File: config.mk
export PLATFORM = sky130hd
export DESIGN_NAME = flow_field_modifier_ipv4_csum
export DESIGN_NICKNAME = d
export VERILOG_FILES = /design/src/hw/rtl/ffm_pkg.sv /design/src/hw/rtl/ffm_flow_step.sv /design/src/hw/rtl/ffm_csum.sv /design/src/hw/rtl/flow_field_modifier_ipv4_csum.sv
export SDC_FILE = /design/constraint.sdc
export NUM_CORES = 2
export LEC_CHECK = 0
export BUFFER_PORTS_ARGS = -buffer_cell sky130_fd_sc_hd__buf_2
export CORE_MARGIN = 1
export CORE_UTILIZATION = 60
export CTS_CLUSTER_SIZE = 16
export DETAILED_ROUTE_END_ITERATION = 12
export HOLD_SLACK_MARGIN = 0.06
export PLACE_DENSITY = 0.85
export SLEW_MARGIN = 20
export SYNTH_ARGS = -nofsm -noshare
export SYNTH_HDL_FRONTEND = slang
export SYNTH_SLANG_ARGS = --single-unit
File: constraint.sdc
create_clock -name clk -period 27 [get_ports clk]
set_input_delay 1.35 -clock clk [delete_from_list [all_inputs] [get_ports clk]]
set_output_delay 1.35 -clock clk [all_outputs]
set_load 0.05 [all_outputs]
File: src/hw/rtl/ffm_pkg.sv
// types, register indexes and header helpers of the flow field modifier
`default_nettype none
package ffm_pkg;

  localparam logic [2:0] REG_BASE_SRC    = 3'd0;
  localparam logic [2:0] REG_BASE_DST    = 3'd1;
  localparam logic [2:0] REG_BASE_PORTS  = 3'd2;
  localparam logic [2:0] REG_SRC_COUNT   = 3'd3;
  localparam logic [2:0] REG_DST_COUNT   = 3'd4;
  localparam logic [2:0] REG_PORT_COUNTS = 3'd5;
  localparam logic [2:0] REG_TOTAL_LEN   = 3'd6;
  localparam logic [2:0] REG_OFFLOAD     = 3'd7;

  localparam logic [15:0] TOTAL_LEN_RESET = 16'd46;

  // template header words: version/ihl/tos and ttl/protocol
  localparam logic [7:0]  VER_IHL     = 8'(4 << 4) | 8'd5;
  localparam logic [7:0]  TTL         = 8'd64;
  localparam logic [7:0]  PROTO_UDP   = 8'd17;
  localparam logic [15:0] WORD_VER    = {VER_IHL, 8'd0};
  localparam logic [15:0] WORD_TTL    = {TTL, PROTO_UDP};

  typedef struct packed {
    logic [31:0] base_src;
    logic [31:0] base_dst;
    logic [31:0] base_ports;
    logic [31:0] src_count;
    logic [31:0] dst_count;
    logic [31:0] port_counts;
    logic [15:0] ip_len;
    logic        offload;
  } cfg_t;

  typedef struct packed {
    logic [31:0] src;
    logic [31:0] dst;
    logic [15:0] sport;
    logic [15:0] dport;
    logic [63:0] index;
  } flow_word_t;

  // wrapping step counter update; count 0 or 1 holds it at zero
  function automatic logic [31:0] next_step(input logic [31:0] step,
                                            input logic [31:0] count);
    logic [32:0] inc;
    begin
      inc = {1'b0, step} + 33'd1;
      if (count[31:1] == 31'd0 || inc >= {1'b0, count}) begin
        next_step = 32'd0;
      end else begin
        next_step = inc[31:0];
      end
    end
  endfunction

  function automatic logic [15:0] header_checksum(input logic [15:0] len,
                                                  input logic [31:0] src,
                                                  input logic [31:0] dst);
    logic [18:0] sum;
    logic [16:0] fold1;
    logic [16:0] fold2;
    begin
      sum = 19'(WORD_VER) + 19'(len) + 19'(WORD_TTL)
          + 19'(src[31:16]) + 19'(src[15:0]) + 19'(dst[31:16]) + 19'(dst[15:0]);
      fold1 = 17'(sum[15:0]) + 17'(sum[18:16]);
      fold2 = 17'(fold1[15:0]) + 17'(fold1[16]);
      header_checksum = ~fold2[15:0];
    end
  endfunction

endpackage
`default_nettype wire

File: src/hw/rtl/ffm_flow_step.sv
// sequence and step counters, rewritten flow fields into the stage register
`default_nettype none
module ffm_flow_step (
  input  wire logic                  clk,
  input  wire logic                  rst,
  input  wire ffm_pkg::cfg_t         cfg,
  input  wire logic                  in_valid,
  output logic                       in_ready,
  input  wire logic                  restart,
  output logic                       word_valid,
  output ffm_pkg::flow_word_t        word,
  input  wire logic                  word_ready
);

  logic [63:0] seq;
  logic [31:0] src_step;
  logic [31:0] dst_step;
  logic [15:0] sport_step;
  logic [15:0] dport_step;

  logic        take;
  logic [63:0] seq_use;
  logic [31:0] src_use;
  logic [31:0] dst_use;
  logic [15:0] sport_use;
  logic [15:0] dport_use;
  logic [15:0] sp_count;
  logic [15:0] dp_count;
  ffm_pkg::flow_word_t word_next;

  assign in_ready = !word_valid || word_ready;
  assign take     = in_valid && in_ready;
  assign sp_count = cfg.port_counts[31:16];
  assign dp_count = cfg.port_counts[15:0];

  // restart zeroes the counters before this word is built
  always_comb begin
    seq_use   = restart ? 64'd0 : seq;
    src_use   = restart ? 32'd0 : src_step;
    dst_use   = restart ? 32'd0 : dst_step;
    sport_use = restart ? 16'd0 : sport_step;
    dport_use = restart ? 16'd0 : dport_step;

    word_next.src   = cfg.base_src;
    word_next.dst   = cfg.base_dst;
    word_next.sport = cfg.base_ports[31:16];
    word_next.dport = cfg.base_ports[15:0];
    word_next.index = seq_use;
    if (cfg.src_count[31:1] != 31'd0) begin
      word_next.src = cfg.base_src + src_use;
    end
    if (cfg.dst_count[31:1] != 31'd0) begin
      word_next.dst = cfg.base_dst + dst_use;
    end
    if (sp_count[15:1] != 15'd0) begin
      word_next.sport = cfg.base_ports[31:16] + sport_use;
    end
    if (dp_count[15:1] != 15'd0) begin
      word_next.dport = cfg.base_ports[15:0] + dport_use;
    end
  end

  always_ff @(posedge clk) begin
    if (rst) begin
      seq        <= 64'd0;
      src_step   <= 32'd0;
      dst_step   <= 32'd0;
      sport_step <= 16'd0;
      dport_step <= 16'd0;
      word_valid <= 1'b0;
    end else begin
      if (take) begin
        seq        <= seq_use + 64'd1;
        src_step   <= ffm_pkg::next_step(src_use, cfg.src_count);
        dst_step   <= ffm_pkg::next_step(dst_use, cfg.dst_count);
        sport_step <= 16'(ffm_pkg::next_step({16'd0, sport_use}, {16'd0, sp_count}));
        dport_step <= 16'(ffm_pkg::next_step({16'd0, dport_use}, {16'd0, dp_count}));
      end
      if (in_ready) begin
        word_valid <= in_valid;
      end
    end
  end

  always_ff @(posedge clk) begin
    if (take) begin
      word <= word_next;
    end
  end

endmodule
`default_nettype wire

File: src/hw/rtl/ffm_csum.sv
// header checksum and result register
`default_nettype none
module ffm_csum (
  input  wire logic                  clk,
  input  wire logic                  rst,
  input  wire ffm_pkg::cfg_t         cfg,
  input  wire logic                  word_valid,
  input  wire ffm_pkg::flow_word_t   word,
  output logic                       word_ready,
  output logic                       result_valid,
  input  wire logic                  result_stall,
  output logic [31:0]                source_address,
  output logic [31:0]                destination_address,
  output logic [15:0]                source_port,
  output logic [15:0]                destination_port,
  output logic [15:0]                header_checksum,
  output logic [63:0]                packet_index
);

  logic [15:0] csum_next;

  assign word_ready = !result_valid || !result_stall;

  always_comb begin
    if (cfg.offload) begin
      csum_next = 16'd0;
    end else begin
      csum_next = ffm_pkg::header_checksum(cfg.ip_len, word.src, word.dst);
    end
  end

  always_ff @(posedge clk) begin
    if (rst) begin
      result_valid <= 1'b0;
    end else if (word_ready) begin
      result_valid <= word_valid;
    end
  end

  always_ff @(posedge clk) begin
    if (word_ready && word_valid) begin
      source_address      <= word.src;
      destination_address <= word.dst;
      source_port         <= word.sport;
      destination_port    <= word.dport;
      header_checksum     <= csum_next;
      packet_index        <= word.index;
    end
  end

endmodule
`default_nettype wire

File: src/hw/rtl/flow_field_modifier_ipv4_csum.sv
// top level of the flow field modifier with ipv4 header checksum
//
//   channel   direction  handshake                     payload
//   request   in         request_valid / request_stall restart_sequence
//   result    out        result_valid / result_stall   addresses, ports, checksum, index
//   config    in         cfg_write                     cfg_index, cfg_data
//
// one word per cycle sustained while result_stall is low; two register stages: the word register
// (counters and field adds) loads at acceptance, the result register
// (checksum adder) loads from the word register when it is not stalled.
// synchronous reset clears counters, valid flags and config registers to defaults.
// a stalled result holds while the counter stage still takes one more word.
`default_nettype none
module flow_field_modifier_ipv4_csum (
  input  wire logic        clk,
  input  wire logic        rst,
  input  wire logic        cfg_write,
  input  wire logic [2:0]  cfg_index,
  input  wire logic [31:0] cfg_data,
  input  wire logic        request_valid,
  output logic             request_stall,
  input  wire logic        restart_sequence,
  output logic             result_valid,
  input  wire logic        result_stall,
  output logic [31:0]      source_address,
  output logic [31:0]      destination_address,
  output logic [15:0]      source_port,
  output logic [15:0]      destination_port,
  output logic [15:0]      header_checksum,
  output logic [63:0]      packet_index
);

  ffm_pkg::cfg_t       cfg;
  ffm_pkg::flow_word_t word;
  logic                word_valid;
  logic                word_ready;
  logic                req_ready;

  always_ff @(posedge clk) begin
    if (rst) begin
      cfg.base_src     <= 32'd0;
      cfg.base_dst     <= 32'd0;
      cfg.base_ports   <= 32'd0;
      cfg.src_count    <= 32'd0;
      cfg.dst_count    <= 32'd0;
      cfg.port_counts  <= 32'd0;
      cfg.ip_len       <= ffm_pkg::TOTAL_LEN_RESET;
      cfg.offload      <= 1'b0;
    end else if (cfg_write) begin
      case (cfg_index)
        ffm_pkg::REG_BASE_SRC:    cfg.base_src     <= cfg_data;
        ffm_pkg::REG_BASE_DST:    cfg.base_dst     <= cfg_data;
        ffm_pkg::REG_BASE_PORTS:  cfg.base_ports   <= cfg_data;
        ffm_pkg::REG_SRC_COUNT:   cfg.src_count    <= cfg_data;
        ffm_pkg::REG_DST_COUNT:   cfg.dst_count    <= cfg_data;
        ffm_pkg::REG_PORT_COUNTS: cfg.port_counts  <= cfg_data;
        ffm_pkg::REG_TOTAL_LEN:   cfg.ip_len       <= cfg_data[15:0];
        ffm_pkg::REG_OFFLOAD:     cfg.offload      <= cfg_data[0];
        default: ;
      endcase
    end
  end

  assign request_stall = !req_ready;

  ffm_flow_step u_step (
    .clk        (clk),
    .rst        (rst),
    .cfg        (cfg),
    .in_valid   (request_valid),
    .in_ready   (req_ready),
    .restart    (restart_sequence),
    .word_valid (word_valid),
    .word       (word),
    .word_ready (word_ready)
  );

  ffm_csum u_csum (
    .clk                 (clk),
    .rst                 (rst),
    .cfg                 (cfg),
    .word_valid          (word_valid),
    .word                (word),
    .word_ready          (word_ready),
    .result_valid        (result_valid),
    .result_stall        (result_stall),
    .source_address      (source_address),
    .destination_address (destination_address),
    .source_port         (source_port),
    .destination_port    (destination_port),
    .header_checksum     (header_checksum),
    .packet_index        (packet_index)
  );

endmodule
`default_nettype wire

==> impl_metrics.ini <==
[setup_path]
worstPathRequired_ns = 27.39
r2r_end = u_csum.header_checksum[15]
r2r_cells = 34
arrival_ns = 8.85
slowest_delay_ns = 0.54
endpoint_kind = register
crit_path_max_fanout = 5
criticalPathCategory = reg -> reg
rr_startpoint = cfg[3]
crit_slowest_cell = fa_1
start_kind = register
ff2ff_setup_slack_ns = 18.54

[placement]
io_buffers = 218
dp_hpwl_um = 69000
gp_congestion = 0.950
dp_slack_ns = 18.57

[die]
start_util_pct = 60.8
fp.dieW_um = 252
die_area_mm2 = 0.0637
rows = 91
boundaryPins = 219
fp.coreArea_mm2 = 0.0618
die_y_um = 252

[synth]
yosys_warnings = 0
synthFlopType = dfxtp_1
synth-edff-count = 336
synth.net_count = 4376
ys_ff_latch = 707
syn-cell-area_mm2 = 0.0376
syn_inst = 4049
yosys.area.top_type = edfxtp_1
synth-seq-area-share_pct = 46.6
ys_async_sr_fraction_pct = 0
synth_area_leaders = edfxtp_1 (27%), dfxtp_1 (20%), nand2_1 (7.8%)
yosysTopAreaCellShare_pct = 26.8
avgSynthCellArea_um2 = 9.28
synth_cell_types = 90

[global_routing]
overflow = 0
antenna_found_initial = 5
grt_util_all_layers_pct = 30.4
grt_max_degree = 212
grt_pass1_wl_um = 151000
grt_pass1_vias = 27800

[routing]
via_per_inst = 5.82
drc_errors = 0
firstDrtPassIters = 6
initialDrtViolationCount = 3266
postRouteWirelength_um = 98300
final_antenna_net_count = 0
vias = 29800
routedWlPerCell_um = 19.2

[timing]
tns_ns = 0
timing_hold_violations_final = 0
relSlewSlack_pct = 28.4
worst_slack_ns = 18.54
setup_viol = 0
rsz0062_at_grt = false
fmax_mhz = 118
holdWs_ns = 0.405
period_needed_ns = 8.46
post-route-period-util_pct = 31.3
finClkSkew_ns = 0.0239
worstMarginPinSlew_ns = 1.07
maxSlewViolCount = 0

[clock_network]
cts_inserted_buffers = 73
cts_resized = 0
cts_setup_buffers = 0
clkSlewWorstSetupHoldPaths_ns = 0.06
root_buffer = clkbuf_16
clkSinkCount = 707
h-tree-depth = 3
clk_latency_ns = 0.64
ctsLongestPathBuffers = 3
holdBufCountCts = 0
cts_tree = built

[hold_path]
hp-start = u_step.word[70]
hp-class = reg -> reg
whs_endpoint = u_csum.destination_port[6]
hold-path-cell-count = 0

[pwr]
ir_drop_uv = 51.9
p_leak_nw = 16.7
clock_power_share_pct = 36.1
p_sw_uw = 869
internal_power_mw = 1.95
pwr-share-seq_pct = 42.8
totalPowerFinal_mw = 2.82
combPwrFrac_pct = 21.1
power.density_cell_area_mw_per_mm2 = 67.3
sw_frac_of_total_pct = 30.8

[cells_and_area]
final_nets = 4541
area_growth_pct = 11.3
final_core_utilization_pct = 67.7
drive_gt1_share_pct = 9.85

[status]
status = finished clean

[run]
cap_violations = 0
==> cells in the mapped netlist, drive strengths merged (6+ instances only) <==
cell type	count
mux2	10
edfxtp	336
a22o	29
o211ai	10
and4	10
o21bai	11
o31ai	31
and3	54
xor2	101
nand2	779
a31oi	17
dfxtp	371
a211o	8
a21boi	8
nor3	50
inv	287
a21oi	327
or3	12
buf	17
or2	13
nor3b	8
a211oi	19
o311ai	6
nand3b	12
nand3	79
nor2b	164
fa	53
o21a	33
and2	20
mux2i	6
ha	233
xnor2	132
nor2	229
nor4	37
clkbuf	136
o21ai	184
a21o	70
nand4	48
nand2b	26
==> cell families after synthesis <==
family                     synth area share (%)
adders and majority gates                  10.6
AOI/OAI and AO/OA                          13.0
buffers and inverters                      4.52
and+or+nand+nor                            19.4
muxes                                     0.459
xor gates and xnor gates                   5.45
DFF                                        46.6
==> worst max path at each step <==
stage	depth (start not counted)	slack, ns	start	endpoint
final	34	18.54	cfg[3]	u_csum.header_checksum[15]
after detailed placement	34	18.57	u_step.word[98]	u_csum.header_checksum[15]
after CTS	34	18.56	cfg[3]	u_csum.header_checksum[15]
after global placement	34	18.79	u_step.word[98]	u_csum.header_checksum[15]
after global routing	34	17.94	u_step.word[98]	u_csum.header_checksum[15]
after floorplan	1	11.98	result_stall	u_csum.destination_address[0]
==> placed cells by master, fill, tap and decap left out, drive strengths merged, types with 17 or more instances in the layout <==
master,count
o21ai,184
o31ai,31
xor2,101
nor3,50
nand3,79
nand2b,26
and3,54
a31oi,17
dfxtp,371
clkbuf,96
o21a,33
nand4,48
fa,53
buf,242
nor4,37
edfxtp,336
clkinv,24
xnor2,132
nor2b,164
a21oi,327
inv,296
and2,20
a211oi,19
ha,233
a22o,29
nand2,779
a21o,70
nor2,229
==> metal layers <==
layer / global-route usage, % / wire length (um) / vias to the layer above
li1: - / - / 14300
met2: 50.0 / 46500 / 1139
met5: 0 / 52 / -
met3: 5.04 / 7960 / 248
met4: 14.1 / 4430 / 8
met1: 39.3 / 39300 / 14100
==> power by group through the flow <==
| stage | clock, mW | sequential, mW | combinational [mW] |
|---|---|---|---|
| after floorplan | 0 | 1.30 | 0.372 |
| after global placement | 0 | 1.23 | 0.578 |
| after detailed placement | 0 | 1.23 | 0.588 |
| after CTS | 1.03 | 1.21 | 0.591 |
| after global routing | 1.07 | 1.21 | 0.647 |
| final | 1.02 | 1.20 | 0.596 |
==> registers in the layout, indices dropped and copies added, names as in the netlist <==
name	flops
u_step.dport_step	16
cfg	209
u_csum.destination_address	32
u_csum.source_address	32
u_csum.packet_index	64
u_csum.result_valid	1
u_step.sport_step	16
u_step.word_valid	1
u_step.word	160
u_csum.destination_port	16
u_csum.header_checksum	16
u_step.seq	64
u_step.dst_step	32
u_csum.source_port	16
u_step.src_step	32
==> critical path: cells and delay by family, from the launching register on <==
| kind | cells | cell delay (ns) |
|---|---|---|
| XOR/XNOR | 1 | 0.14 |
| flip-flops | 1 | 0.34 |
| AO/OA/AOI/OAI | 8 | 2.12 |
| AND/OR/NAND/NOR | 13 | 2.44 |
| adder cells (fa/ha/maj) | 8 | 2.94 |
| buffers and inverters | 4 | 0.20 |
==> per-stage QoR <==
step	std cells	cell area [um^2]
2_1_floorplan	4049	37600
3_3_place_gp	4976	39400
3_5_place_dp	4976	39400
4_1_cts	5111	41800
5_1_grt	5111	41800
6_report	5112	41800
==> layout make-up <==
cell class,count,area [um^2]
Antenna cell,1,2.50
Clock buffer,95,1980
Clock inverter,40,434
Fill cell,4645,20000
Inverter,288,1090
Multi-Input combinational cell,2901,18500
Sequential cell,707,17500
Tap cell,837,1050
Timing Repair Buffer,243,1320
(Power assumes the default switching activity.)
